===== src/sv/kinematic_car_euler_step_assert.svh =====
// Assertion macros for the kinematic car Euler step block.
// Used by kce_ctrl; relies on clk and rst_n in the including module.
`ifndef KINEMATIC_CAR_EULER_STEP_ASSERT_SVH
`define KINEMATIC_CAR_EULER_STEP_ASSERT_SVH

// Consequent must hold in the same cycle as the antecedent.
`define KCE_ASSERT_IMP(label, ante, cons, msg) \
    label: assert property (@(posedge clk) disable iff (!rst_n) (ante) |-> (cons)) \
        else $error(msg);

// Consequent must hold in the cycle after the antecedent.
`define KCE_ASSERT_NXT(label, ante, cons, msg) \
    label: assert property (@(posedge clk) disable iff (!rst_n) (ante) |=> (cons)) \
        else $error(msg);

`endif


===== src/sv/kce_pkg.sv =====
// Shared types, constants and tables for the kinematic car Euler step block.
// No dependencies.
`timescale 1ns / 1ps

package kce_pkg;

    localparam int CORDIC_ITERS = 14;
    localparam int DIV_BITS     = 18;
    localparam int MUL_STEPS    = 13;

    localparam logic signed [32:0] CORDIC_GAIN  = 33'sd652032875;
    localparam logic signed [15:0] STEER_LIMIT  = 16'sd10430;
    localparam logic signed [17:0] QUARTER_TURN = 18'sd16384;
    localparam logic signed [17:0] HALF_TURN    = 18'sd32768;
    localparam logic [16:0]        FRAC_FULL    = 17'd65536;
    localparam logic [15:0]        RAD_TURN_HI  = 16'h28BE;
    localparam logic [15:0]        RAD_TURN_LO  = 16'h60DC;

    typedef enum logic [2:0] {
        CFG_X_MIN      = 3'd0,
        CFG_X_MAX      = 3'd1,
        CFG_Y_MIN      = 3'd2,
        CFG_Y_MAX      = 3'd3,
        CFG_INV_LENGTH = 3'd4,
        CFG_STEP_TIME  = 3'd5
    } cfg_idx_t;

    typedef enum logic [5:0] {
        ST_IDLE = 6'b000001,
        ST_CH   = 6'b000010,
        ST_CS   = 6'b000100,
        ST_DV   = 6'b001000,
        ST_MUL  = 6'b010000,
        ST_FIN  = 6'b100000
    } state_t;

    typedef enum logic [3:0] {
        M_NONE, M_DT, M_A, M_SD, M_B, M_XH, M_XL, M_YH, M_YL, M_C, M_HH, M_HL
    } mul_op_t;

    typedef enum logic [3:0] {
        S_NONE, S_DT, S_A, S_SD, S_B, S_ACC46, S_DX, S_DY, S_C, S_ACC32, S_DH
    } st_op_t;

    typedef struct packed {
        logic       accept;
        logic       cor_init;
        logic       cor_src_steer;
        logic       cor_step;
        logic [3:0] cor_iter;
        logic       save_h;
        logic       div_init;
        logic       div_step;
        logic [4:0] div_bit;
        mul_op_t    mul_op;
        st_op_t     st_op;
        logic       finish;
    } cmd_t;

    function automatic logic [13:0] atan_turn(input logic [3:0] i);
        logic [13:0] v;
        unique case (i)
            4'd0:    v = 14'd8192;
            4'd1:    v = 14'd4836;
            4'd2:    v = 14'd2555;
            4'd3:    v = 14'd1297;
            4'd4:    v = 14'd651;
            4'd5:    v = 14'd326;
            4'd6:    v = 14'd163;
            4'd7:    v = 14'd81;
            4'd8:    v = 14'd41;
            4'd9:    v = 14'd20;
            4'd10:   v = 14'd10;
            4'd11:   v = 14'd5;
            4'd12:   v = 14'd3;
            4'd13:   v = 14'd1;
            default: v = 14'd0;
        endcase
        return v;
    endfunction

endpackage


===== src/sv/kinematic_car_euler_step.sv =====
// Top level of the kinematic car Euler step block.
// Depends on kce_pkg, kce_ctrl and kce_dp.
//
//   channel  | handshake            | payload
//   ---------+----------------------+------------------------------------------------
//   input    | in_valid / in_stall  | command, load_x, load_y, load_heading, speed,
//            |                      | steer, step_fraction
//   output   | out_valid / out_stall| out_x, out_y, out_heading, hit_bound
//   config   | cfg_we               | cfg_index, cfg_data
//
// A step item runs through the accept cycle, 14 CORDIC iterations for the heading, the
// start and 14 iterations of the steering CORDIC, the bit-serial tangent divider, the
// shared multiplier and a finish cycle.
// A load item goes from the accept cycle straight to the finish cycle.
// One item is in work at a time; the next is taken once the previous result sits
// in the output register, which holds it while out_stall is high.
// Reset is asynchronous and clears the pose and restores the register defaults.
`timescale 1ns / 1ps

module kinematic_car_euler_step (
    input  logic        clk,
    input  logic        rst_n,
    input  logic        in_valid,
    output logic        in_stall,
    input  logic        command,
    input  logic [15:0] load_x,
    input  logic [15:0] load_y,
    input  logic [15:0] load_heading,
    input  logic [15:0] speed,
    input  logic [15:0] steer,
    input  logic [16:0] step_fraction,
    output logic        out_valid,
    input  logic        out_stall,
    output logic [15:0] out_x,
    output logic [15:0] out_y,
    output logic [15:0] out_heading,
    output logic        hit_bound,
    input  logic        cfg_we,
    input  logic [2:0]  cfg_index,
    input  logic [15:0] cfg_data
);

    kce_pkg::cmd_t cmd;

    kce_ctrl u_ctrl (
        .clk       (clk),
        .rst_n     (rst_n),
        .in_valid  (in_valid),
        .command   (command),
        .in_stall  (in_stall),
        .out_valid (out_valid),
        .out_stall (out_stall),
        .cmd       (cmd)
    );

    kce_dp u_dp (
        .clk           (clk),
        .rst_n         (rst_n),
        .cmd           (cmd),
        .cfg_we        (cfg_we),
        .cfg_index     (cfg_index),
        .cfg_data      (cfg_data),
        .command       (command),
        .load_x        (load_x),
        .load_y        (load_y),
        .load_heading  (load_heading),
        .speed         (speed),
        .steer         (steer),
        .step_fraction (step_fraction),
        .out_x         (out_x),
        .out_y         (out_y),
        .out_heading   (out_heading),
        .hit_bound     (hit_bound)
    );

endmodule


===== src/sv/kce_ctrl.sv =====
// Sequencer for the kinematic car Euler step block.
// Depends on kce_pkg and kinematic_car_euler_step_assert.svh.
`timescale 1ns / 1ps

module kce_ctrl (
    input  logic          clk,
    input  logic          rst_n,
    input  logic          in_valid,
    input  logic          command,
    output logic          in_stall,
    output logic          out_valid,
    input  logic          out_stall,
    output kce_pkg::cmd_t cmd
);

    kce_pkg::state_t state_reg, state_next;
    logic [4:0] cnt_reg, cnt_next;
    logic       out_valid_reg, out_valid_next;
    logic       in_xfer;

    assign in_stall  = (state_reg != kce_pkg::ST_IDLE);
    assign in_xfer   = in_valid && !in_stall;
    assign out_valid = out_valid_reg;

    always_comb
    begin
        state_next = state_reg;
        cnt_next   = cnt_reg;
        cmd        = '0;
        cmd.mul_op = kce_pkg::M_NONE;
        cmd.st_op  = kce_pkg::S_NONE;
        unique case (state_reg)
            kce_pkg::ST_IDLE:
            begin
                if (in_xfer)
                begin
                    cmd.accept = 1'b1;
                    cnt_next   = 5'd0;
                    if (command)
                    begin
                        cmd.cor_init = 1'b1;
                        state_next   = kce_pkg::ST_CH;
                    end
                    else
                    begin
                        state_next = kce_pkg::ST_FIN;
                    end
                end
            end
            kce_pkg::ST_CH:
            begin
                cmd.cor_step = 1'b1;
                cmd.cor_iter = cnt_reg[3:0];
                if (cnt_reg == 5'(kce_pkg::CORDIC_ITERS - 1))
                begin
                    cnt_next   = 5'd0;
                    state_next = kce_pkg::ST_CS;
                end
                else
                begin
                    cnt_next = cnt_reg + 5'd1;
                end
            end
            kce_pkg::ST_CS:
            begin
                if (cnt_reg == 5'd0)
                begin
                    cmd.save_h        = 1'b1;
                    cmd.cor_init      = 1'b1;
                    cmd.cor_src_steer = 1'b1;
                end
                else
                begin
                    cmd.cor_step = 1'b1;
                    cmd.cor_iter = 4'(cnt_reg - 5'd1);
                end
                if (cnt_reg == 5'(kce_pkg::CORDIC_ITERS))
                begin
                    cnt_next   = 5'd0;
                    state_next = kce_pkg::ST_DV;
                end
                else
                begin
                    cnt_next = cnt_reg + 5'd1;
                end
            end
            kce_pkg::ST_DV:
            begin
                if (cnt_reg == 5'd0)
                begin
                    cmd.div_init = 1'b1;
                end
                else
                begin
                    cmd.div_step = 1'b1;
                    cmd.div_bit  = 5'(kce_pkg::DIV_BITS) - cnt_reg;
                end
                if (cnt_reg == 5'(kce_pkg::DIV_BITS))
                begin
                    cnt_next   = 5'd0;
                    state_next = kce_pkg::ST_MUL;
                end
                else
                begin
                    cnt_next = cnt_reg + 5'd1;
                end
            end
            kce_pkg::ST_MUL:
            begin
                unique case (cnt_reg)
                    5'd0:  cmd.mul_op = kce_pkg::M_DT;
                    5'd1:  begin cmd.mul_op = kce_pkg::M_A;  cmd.st_op = kce_pkg::S_DT;    end
                    5'd2:  begin cmd.mul_op = kce_pkg::M_SD; cmd.st_op = kce_pkg::S_A;     end
                    5'd3:  begin cmd.mul_op = kce_pkg::M_B;  cmd.st_op = kce_pkg::S_SD;    end
                    5'd4:  begin cmd.mul_op = kce_pkg::M_XH; cmd.st_op = kce_pkg::S_B;     end
                    5'd5:  begin cmd.mul_op = kce_pkg::M_XL; cmd.st_op = kce_pkg::S_ACC46; end
                    5'd6:  begin cmd.mul_op = kce_pkg::M_YH; cmd.st_op = kce_pkg::S_DX;    end
                    5'd7:  begin cmd.mul_op = kce_pkg::M_YL; cmd.st_op = kce_pkg::S_ACC46; end
                    5'd8:  begin cmd.mul_op = kce_pkg::M_C;  cmd.st_op = kce_pkg::S_DY;    end
                    5'd9:  cmd.st_op = kce_pkg::S_C;
                    5'd10: cmd.mul_op = kce_pkg::M_HH;
                    5'd11: begin cmd.mul_op = kce_pkg::M_HL; cmd.st_op = kce_pkg::S_ACC32; end
                    5'd12: cmd.st_op = kce_pkg::S_DH;
                    default: ;
                endcase
                if (cnt_reg == 5'(kce_pkg::MUL_STEPS - 1))
                begin
                    cnt_next   = 5'd0;
                    state_next = kce_pkg::ST_FIN;
                end
                else
                begin
                    cnt_next = cnt_reg + 5'd1;
                end
            end
            kce_pkg::ST_FIN:
            begin
                if (!out_valid_reg || !out_stall)
                begin
                    cmd.finish = 1'b1;
                    state_next = kce_pkg::ST_IDLE;
                end
            end
            default:
            begin
                state_next = kce_pkg::ST_IDLE;
            end
        endcase
    end

    assign out_valid_next = cmd.finish || (out_valid_reg && out_stall);

    always_ff @(posedge clk or negedge rst_n)
    begin
        if (!rst_n)
        begin
            state_reg     <= kce_pkg::ST_IDLE;
            cnt_reg       <= 5'd0;
            out_valid_reg <= 1'b0;
        end
        else
        begin
            state_reg     <= state_next;
            cnt_reg       <= cnt_next;
            out_valid_reg <= out_valid_next;
        end
    end

`include "kinematic_car_euler_step_assert.svh"

    `KCE_ASSERT_NXT(a_busy_after_xfer, in_xfer, in_stall, "input taken while busy")
    `KCE_ASSERT_IMP(a_finish_free, cmd.finish, !out_valid_reg || !out_stall, "result overwritten")
    `KCE_ASSERT_IMP(a_ch_count, state_reg == kce_pkg::ST_CH, cnt_reg < 5'd14, "CORDIC count overrun")
    `KCE_ASSERT_IMP(a_mul_count, state_reg == kce_pkg::ST_MUL, cnt_reg <= 5'd12, "multiply overrun")

endmodule


===== src/sv/kce_dp.sv =====
// Datapath for the kinematic car Euler step block: CORDIC, divider, shared multiplier.
// Depends on kce_pkg.
`timescale 1ns / 1ps

module kce_dp (
    input  logic          clk,
    input  logic          rst_n,
    input  kce_pkg::cmd_t cmd,
    input  logic          cfg_we,
    input  logic [2:0]    cfg_index,
    input  logic [15:0]   cfg_data,
    input  logic          command,
    input  logic [15:0]   load_x,
    input  logic [15:0]   load_y,
    input  logic [15:0]   load_heading,
    input  logic [15:0]   speed,
    input  logic [15:0]   steer,
    input  logic [16:0]   step_fraction,
    output logic [15:0]   out_x,
    output logic [15:0]   out_y,
    output logic [15:0]   out_heading,
    output logic          hit_bound
);

    logic signed [15:0] x_min_reg, x_max_reg, y_min_reg, y_max_reg;
    logic [15:0]        inv_length_reg, step_time_reg;

    logic signed [15:0] pos_x_reg, pos_y_reg;
    logic [15:0]        heading_reg;
    logic               hit_reg;

    logic               step_reg;
    logic [15:0]        load_x_reg, load_y_reg, load_h_reg;
    logic signed [15:0] speed_reg, steer_reg;
    logic [16:0]        frac_reg;
    logic signed [15:0] steer_sat;
    logic [16:0]        frac_sat;

    logic signed [32:0] cx_reg, cy_reg, ch_reg, sh_reg;
    logic signed [17:0] cz_reg;
    logic               flip_reg;
    logic signed [15:0] ang16;
    logic signed [17:0] ang, z0;
    logic               f0;
    logic signed [32:0] xs, ys, c_out, s_out, s_abs;
    logic signed [17:0] atan_v;

    logic [49:0]        dv_rem_reg, den_sh;
    logic [31:0]        dv_den_reg;
    logic [17:0]        dv_q_reg;
    logic               dv_neg_reg, dv_ok_reg;
    logic signed [17:0] tn;

    logic signed [35:0] mul_a;
    logic signed [17:0] mul_b;
    logic signed [53:0] prod_reg;
    logic signed [71:0] acc_reg, prod_ext, acc_sum;
    logic [15:0]        dt_reg, dh_reg;
    logic signed [33:0] a_reg;
    logic signed [32:0] sd_reg;
    logic signed [35:0] b_reg;
    logic signed [31:0] c_reg;
    logic signed [17:0] dx_reg, dy_reg;

    logic signed [18:0] nx, ny;
    logic signed [15:0] cx_clamp, cy_clamp;
    logic               hit_x, hit_y;

    always_ff @(posedge clk or negedge rst_n)
    begin
        if (!rst_n)
        begin
            x_min_reg      <= 16'sd0;
            x_max_reg      <= 16'sd4096;
            y_min_reg      <= 16'sd0;
            y_max_reg      <= 16'sd4096;
            inv_length_reg <= 16'd1280;
            step_time_reg  <= 16'd655;
        end
        else if (cfg_we)
        begin
            unique case (kce_pkg::cfg_idx_t'(cfg_index))
                kce_pkg::CFG_X_MIN:      x_min_reg      <= cfg_data;
                kce_pkg::CFG_X_MAX:      x_max_reg      <= cfg_data;
                kce_pkg::CFG_Y_MIN:      y_min_reg      <= cfg_data;
                kce_pkg::CFG_Y_MAX:      y_max_reg      <= cfg_data;
                kce_pkg::CFG_INV_LENGTH: inv_length_reg <= cfg_data;
                kce_pkg::CFG_STEP_TIME:  step_time_reg  <= cfg_data;
                default: ;
            endcase
        end
    end

    always_comb
    begin
        if ($signed(steer) > kce_pkg::STEER_LIMIT)
            steer_sat = kce_pkg::STEER_LIMIT;
        else if ($signed(steer) < -kce_pkg::STEER_LIMIT)
            steer_sat = -kce_pkg::STEER_LIMIT;
        else
            steer_sat = steer;
        frac_sat = (step_fraction > kce_pkg::FRAC_FULL) ? kce_pkg::FRAC_FULL : step_fraction;
    end

    always_ff @(posedge clk)
    begin
        if (cmd.accept)
        begin
            step_reg   <= command;
            load_x_reg <= load_x;
            load_y_reg <= load_y;
            load_h_reg <= load_heading;
            speed_reg  <= speed;
            steer_reg  <= steer_sat;
            frac_reg   <= frac_sat;
        end
    end

    // CORDIC rotation with a half-turn fold for angles beyond a quarter turn.
    always_comb
    begin
        ang16 = cmd.cor_src_steer ? steer_reg : heading_reg;
        ang   = {{2{ang16[15]}}, ang16};
        if (ang > kce_pkg::QUARTER_TURN)
        begin
            z0 = ang - kce_pkg::HALF_TURN;
            f0 = 1'b1;
        end
        else if (ang < -kce_pkg::QUARTER_TURN)
        begin
            z0 = ang + kce_pkg::HALF_TURN;
            f0 = 1'b1;
        end
        else
        begin
            z0 = ang;
            f0 = 1'b0;
        end
        xs     = cx_reg >>> cmd.cor_iter;
        ys     = cy_reg >>> cmd.cor_iter;
        atan_v = {4'b0, kce_pkg::atan_turn(cmd.cor_iter)};
        c_out  = flip_reg ? -cx_reg : cx_reg;
        s_out  = flip_reg ? -cy_reg : cy_reg;
        s_abs  = s_out[32] ? -s_out : s_out;
    end

    always_ff @(posedge clk)
    begin
        if (cmd.cor_init)
        begin
            cx_reg   <= kce_pkg::CORDIC_GAIN;
            cy_reg   <= 33'sd0;
            cz_reg   <= z0;
            flip_reg <= f0;
        end
        else if (cmd.cor_step)
        begin
            if (!cz_reg[17])
            begin
                cx_reg <= cx_reg - ys;
                cy_reg <= cy_reg + xs;
                cz_reg <= cz_reg - atan_v;
            end
            else
            begin
                cx_reg <= cx_reg + ys;
                cy_reg <= cy_reg - xs;
                cz_reg <= cz_reg + atan_v;
            end
        end
        if (cmd.save_h)
        begin
            ch_reg <= c_out;
            sh_reg <= s_out;
        end
    end

    // Restoring division for the steering tangent, one quotient bit per cycle.
    assign den_sh = {18'b0, dv_den_reg} << cmd.div_bit;

    always_ff @(posedge clk)
    begin
        if (cmd.div_init)
        begin
            dv_rem_reg <= {1'b0, s_abs, 16'b0};
            dv_den_reg <= c_out[31:0];
            dv_q_reg   <= 18'd0;
            dv_neg_reg <= s_out[32];
            dv_ok_reg  <= !c_out[32] && (c_out != 33'sd0);
        end
        else if (cmd.div_step && (dv_rem_reg >= den_sh))
        begin
            dv_rem_reg              <= dv_rem_reg - den_sh;
            dv_q_reg[cmd.div_bit]   <= 1'b1;
        end
    end

    always_comb
    begin
        if (!dv_ok_reg)
            tn = 18'sd0;
        else if (dv_neg_reg)
            tn = -$signed(dv_q_reg);
        else
            tn = $signed(dv_q_reg);
    end

    // Shared multiplier: one product per cycle, consumed in the next one.
    always_comb
    begin
        unique case (cmd.mul_op)
            kce_pkg::M_DT: begin mul_a = {20'b0, step_time_reg};       mul_b = {1'b0, frac_reg}; end
            kce_pkg::M_A:  begin mul_a = {{20{speed_reg[15]}}, speed_reg}; mul_b = tn; end
            kce_pkg::M_SD: begin mul_a = {{20{speed_reg[15]}}, speed_reg}; mul_b = {2'b0, dt_reg}; end
            kce_pkg::M_B:  begin mul_a = {{2{a_reg[33]}}, a_reg};       mul_b = {2'b0, dt_reg}; end
            kce_pkg::M_XH: begin mul_a = {{3{sd_reg[32]}}, sd_reg};     mul_b = {ch_reg[32], ch_reg[32:16]}; end
            kce_pkg::M_XL: begin mul_a = {{3{sd_reg[32]}}, sd_reg};     mul_b = {2'b0, ch_reg[15:0]}; end
            kce_pkg::M_YH: begin mul_a = {{3{sd_reg[32]}}, sd_reg};     mul_b = {sh_reg[32], sh_reg[32:16]}; end
            kce_pkg::M_YL: begin mul_a = {{3{sd_reg[32]}}, sd_reg};     mul_b = {2'b0, sh_reg[15:0]}; end
            kce_pkg::M_C:  begin mul_a = b_reg;                         mul_b = {2'b0, inv_length_reg}; end
            kce_pkg::M_HH: begin mul_a = {{4{c_reg[31]}}, c_reg};       mul_b = {2'b0, kce_pkg::RAD_TURN_HI}; end
            kce_pkg::M_HL: begin mul_a = {{4{c_reg[31]}}, c_reg};       mul_b = {2'b0, kce_pkg::RAD_TURN_LO}; end
            default:       begin mul_a = 36'sd0;                        mul_b = 18'sd0; end
        endcase
        prod_ext = {{18{prod_reg[53]}}, prod_reg};
        acc_sum  = acc_reg + prod_ext;
    end

    always_ff @(posedge clk)
    begin
        prod_reg <= mul_a * mul_b;
        unique case (cmd.st_op)
            kce_pkg::S_DT:    dt_reg  <= prod_reg[31:16];
            kce_pkg::S_A:     a_reg   <= prod_reg[33:0];
            kce_pkg::S_SD:    sd_reg  <= prod_reg[32:0];
            kce_pkg::S_B:     b_reg   <= prod_reg[51:16];
            kce_pkg::S_ACC46: acc_reg <= (prod_ext <<< 16) + (72'sd1 <<< 45);
            kce_pkg::S_DX:    dx_reg  <= acc_sum[63:46];
            kce_pkg::S_DY:    dy_reg  <= acc_sum[63:46];
            kce_pkg::S_C:     c_reg   <= prod_reg[51:20];
            kce_pkg::S_ACC32: acc_reg <= (prod_ext <<< 16) + (72'sd1 <<< 31);
            kce_pkg::S_DH:    dh_reg  <= acc_sum[47:32];
            default: ;
        endcase
    end

    // Upper bound tested first: inverted bounds give max above it, else min.
    always_comb
    begin
        nx = {{3{pos_x_reg[15]}}, pos_x_reg} + {dx_reg[17], dx_reg};
        ny = {{3{pos_y_reg[15]}}, pos_y_reg} + {dy_reg[17], dy_reg};
        if (nx > $signed({{3{x_max_reg[15]}}, x_max_reg}))
        begin
            cx_clamp = x_max_reg;
            hit_x    = 1'b1;
        end
        else if (nx < $signed({{3{x_min_reg[15]}}, x_min_reg}))
        begin
            cx_clamp = x_min_reg;
            hit_x    = 1'b1;
        end
        else
        begin
            cx_clamp = nx[15:0];
            hit_x    = 1'b0;
        end
        if (ny > $signed({{3{y_max_reg[15]}}, y_max_reg}))
        begin
            cy_clamp = y_max_reg;
            hit_y    = 1'b1;
        end
        else if (ny < $signed({{3{y_min_reg[15]}}, y_min_reg}))
        begin
            cy_clamp = y_min_reg;
            hit_y    = 1'b1;
        end
        else
        begin
            cy_clamp = ny[15:0];
            hit_y    = 1'b0;
        end
    end

    always_ff @(posedge clk or negedge rst_n)
    begin
        if (!rst_n)
        begin
            pos_x_reg   <= 16'sd0;
            pos_y_reg   <= 16'sd0;
            heading_reg <= 16'd0;
            hit_reg     <= 1'b0;
        end
        else if (cmd.finish)
        begin
            if (step_reg)
            begin
                pos_x_reg   <= cx_clamp;
                pos_y_reg   <= cy_clamp;
                heading_reg <= heading_reg + dh_reg;
                hit_reg     <= hit_x || hit_y;
            end
            else
            begin
                pos_x_reg   <= load_x_reg;
                pos_y_reg   <= load_y_reg;
                heading_reg <= load_h_reg;
                hit_reg     <= 1'b0;
            end
        end
    end

    assign out_x       = pos_x_reg;
    assign out_y       = pos_y_reg;
    assign out_heading = heading_reg;
    assign hit_bound   = hit_reg;

endmodule


===== config.mk =====
export PLATFORM = sky130hd
export DESIGN_NAME = kinematic_car_euler_step
export DESIGN_NICKNAME = d
export VERILOG_FILES = /design/src/sv/kce_pkg.sv /design/src/sv/kinematic_car_euler_step.sv /design/src/sv/kce_ctrl.sv /design/src/sv/kce_dp.sv
export VERILOG_INCLUDE_DIRS = /design/src /design/src/sv
export SDC_FILE = /design/constraint.sdc
export NUM_CORES = 2
export LEC_CHECK = 0
export ABC_CLOCK_PERIOD_IN_PS = 23400
export BUFFER_PORTS_ARGS = -buffer_cell sky130_fd_sc_hd__buf_2
export CAP_MARGIN = 15
export CORE_MARGIN = 2
export CORE_UTILIZATION = 55
export CTS_BUF_LIST = sky130_fd_sc_hd__clkbuf_4 sky130_fd_sc_hd__clkbuf_8 sky130_fd_sc_hd__clkbuf_16
export DETAILED_ROUTE_END_ITERATION = 10
export PLACE_DENSITY_LB_ADDON = 0.2
export SLEW_MARGIN = 10
export SYNTH_ARGS = -nofsm -noshare
export SYNTH_HDL_FRONTEND = slang
export SYNTH_SLANG_ARGS = --single-unit

===== constraint.sdc =====
create_clock -name clk -period 23.4 [get_ports clk]
set_input_delay 0 -clock clk [delete_from_list [all_inputs] [get_ports clk]]
set_output_delay 0 -clock clk [all_outputs]
set_load 0.005 [all_outputs]

==> summary.txt <==
Place
  • Port bufs: about 170
  • Gp weighted congestion: 1.02
  • DPL Wire Length: approximately 190000 um
  • Dpl ws: around 12 ns

Cells and area
  • # fillers: 11.2k
  • Layout area overhead: 10.6%
  • Commonest non-fill, non-tap cells in the layout: inv_1 (941), nand2_1 (853), nor2_1 (657)
  • Max reg flops: 54
  • Nets: 9393
  • Leading cell type in the layout, fill and taps excluded: inv_1
  • Share of cells above drive strength 1: under 10%
  • Layout Utilization: 61.3%

Setup path
  • CP bufs+invs: 9
  • Critical Path AT: 12.40 ns
  • RR Startpoint: u_ctrl.cnt_reg[0]
  • CP delay by family, top: adder cells
  • Endpoint class of the critical path: flop
  • Setup slack, reg-to-reg: approximately 12 ns
  • Worst setup path class: reg -> reg
  • Critical path required time: 24.00 ns
  • Worst R2R End: u_dp.prod_reg[53]
  • CP max FO: 35
  • Reg2reg path depth: just over 40
  • Slowest CP cell: and3_1
  • Startpoint class of the critical path: flop
  • Number of cells on the critical path: 41
  • Slowest cell delay on critical path: ~0.91 ns

GRT
  • Gr usage total: 36.4%
  • Grt met3 use: 9.70%
  • Initial antenna violation count: 12
  • Met2 Track Usage GR: between 50% and 60%
  • Grt total ovfl: 0
  • M1 GR Usage: 49.4%
  • Vias in the first global route: 61.1k
  • Gr busiest metal: met2
  • First-pass GRT wire length: 376000 um
  • Largest net degree at the start of global routing: 86

Clock tree
  • Clock Latency Late Sink: just over 0.7 ns
  • Clock slew at reported path FFs: ~0.060 ns
  • Clk root buf: clkbuf_16
  • Clk sinks: approximately 810
  • CTS H-Tree Depth: 3
  • CTS tree: built
  • CTS Buf Count: 90
  • Clock tree buffer depth: 3

Yosys
  • Area leader, netlist: edfxtp_1
  • Largest cells by area after synthesis: edfxtp_1 (20%), fa_1 (17%), ha_1 (7.6%)
  • Sequential-to-total area share from yosys stat: between 20 and 30%
  • Top cell type's share of synthesized area: 20.3%
  • Post-synth cell types: 100
  • Synthesized area: approximately 74000 um^2
  • Ys async rst share: 19.3%
  • Gate Count Post-Synth: 8004
  • Yosys warns: 0
  • #FFs+latches synth: 813
  • Net Count, Synth: 9201
  • EDFF count, synth: roughly 500
  • Syn avg cell area: between 9 and 10 um^2
  • Ys flop type: edfxtp_1

STA
  • Endpoints failing hold: 0
  • Final Setup Violations: 0
  • Final Skew: 0.0365 ns
  • Tightest Pin Transition: between 1 and 1.5 ns
  • Period utilisation layout: 50.4%
  • Max-slew violations: 0
  • Post-layout worst setup margin: 11.60 ns
  • Unrepaired setup endpoints after global routing: no
  • Relative slew slack: 17.5%
  • Hold Slack: 0.00875 ns
  • Setup TNS Final: 0 ns
  • Fmax: roughly 85 MHz
  • Min Tclk post-route: 11.80 ns

Route
  • First drt pass iteration count: 7
  • Vias per cell: ~6.2
  • DRT antenna net count: 0
  • DRC Markers: 0
  • Per-cell routed wire length: about 25 um
  • Initial drt markers: 7543
  • Post-Route WL: approximately 250000 um
  • Vias: 62.3k

Die
  • Initial Util: 55.5%
  • Die Y: 371 um
  • Top Ports: between 150 and 200
  • Core area: 133000 um^2
  • Chip width: 371 um
  • FP Rows: between 100 and 150
  • DIE AREA: 138000 um^2

Min path
  • Hold Path Depth: 2
  • Hold Path End: u_dp.load_h_reg[8]
  • Hold wc startpoint: load_heading[8]
  • Hold crit path type: in -> reg

Power and ir drop
  • Power density cells: 101 nW/um^2
  • Leakage dissipation: 0.0362 uW
  • Max VDD drop: 0.0736 mV

Run status
  • Status: finished clean

Job
  • Max cap viols: 0
[how the worst max path moves through the flow]
stage	from	end	slack (ns)
global route	u_ctrl.cnt_reg[0]	u_dp.prod_reg[50]	10.97
finish	u_ctrl.cnt_reg[0]	u_dp.prod_reg[53]	11.60
detailed placement	u_ctrl.cnt_reg[0]	u_dp.prod_reg[53]	11.78
CTS	u_ctrl.cnt_reg[0]	u_dp.prod_reg[53]	11.74
global placement	u_ctrl.cnt_reg[0]	u_dp.prod_reg[53]	11.97
floorplan	u_ctrl.cnt_reg[0]	u_dp.prod_reg[53]	13.17
[logic make-up (layout without fill, tap and decap cells)]
family | count (synthesis) | in the layout | share of synthesized area (%)
compound gates | 1634 | 1634 | 13.9
xor+xnor | 453 | 453 | 5.36
fa+ha+maj | 1075 | 1075 | 24.5
buf+inv | 1332 | 1600 | 6.94
flops | 813 | 813 | 29.8
mux | 364 | 364 | 5.06
other cells | 0 | 10 | 0
simple gates | 2333 | 2333 | 14.4
[synthesized netlist by cell type, types with 31 or more instances]
| master | number |
|---|---|
| nor4_1 | 31 |
| a22oi_1 | 64 |
| nor2_1 | 671 |
| o21ai_0 | 420 |
| ha_1 | 450 |
| xnor2_1 | 286 |
| and3_1 | 83 |
| nand4_1 | 66 |
| mux2i_1 | 298 |
| clkbuf_1 | 295 |
| or3_1 | 38 |
| xor2_1 | 167 |
| buf_1 | 36 |
| nand2_1 | 854 |
| a21o_1 | 123 |
| o22ai_1 | 50 |
| o21a_1 | 45 |
| inv_1 | 943 |
| nand2b_1 | 73 |
| nor2b_1 | 97 |
| nand3_1 | 157 |
| mux2_2 | 64 |
| and2_1 | 56 |
| dfrtp_1 | 146 |
| dfxtp_1 | 155 |
| o21bai_1 | 40 |
| a31oi_1 | 67 |
| edfxtp_1 | 501 |
| a21oi_1 | 465 |
| nor3_1 | 111 |
| fa_1 | 625 |
| o31ai_1 | 39 |
| a211oi_1 | 70 |
[metrics by stage]
stage	cells	cell area [um^2]	power, uW
after floorplan	8004	74000	5280
after global placement	9687	76800	6450
after detailed placement	9687	76800	6540
after CTS	10039	81800	8140
after global routing	10044	81900	8760
final	10050	81900	8250
[final cells by class]
cell class	instances	area [um^2]	share of cell area [%]
Multi-Input combinational cell	5859	47100	57.5
Sequential cell	813	22100	27.0
Timing Repair Buffer	483	3660	4.47
Inverter	949	3560	4.35
Clock buffer	127	2680	3.27
Tap cell	1768	2210	2.70
Clock inverter	41	562	0.686
Antenna cell	10	25.0	0.0306
[repair_timing]
| item | 4_1_cts | 5_1_grt |
|---|---|---|
| resized for setup | 0 | 0 |
| hold buffers | 184 | 0 |
| hold endpoints to repair | 289 | 0 |
| setup buffers | 0 | 0 |
[layer usage]
layer | routed length [um] | up-vias
met5 | 294 | -
met4 | 12100 | 12
met3 | 30700 | 624
met2 | 108000 | 3385
met1 | 99800 | 30518
li1 | - | 27721
[power by group]
part | internal [uW] | total (uW) | switching, uW
clock | 918 | 1560 | 638
combinational | 1790 | 4590 | 2800
sequential | 1820 | 2110 | 290
total | 4530 | 8250 | 3730
(Power assumes the default switching activity.)
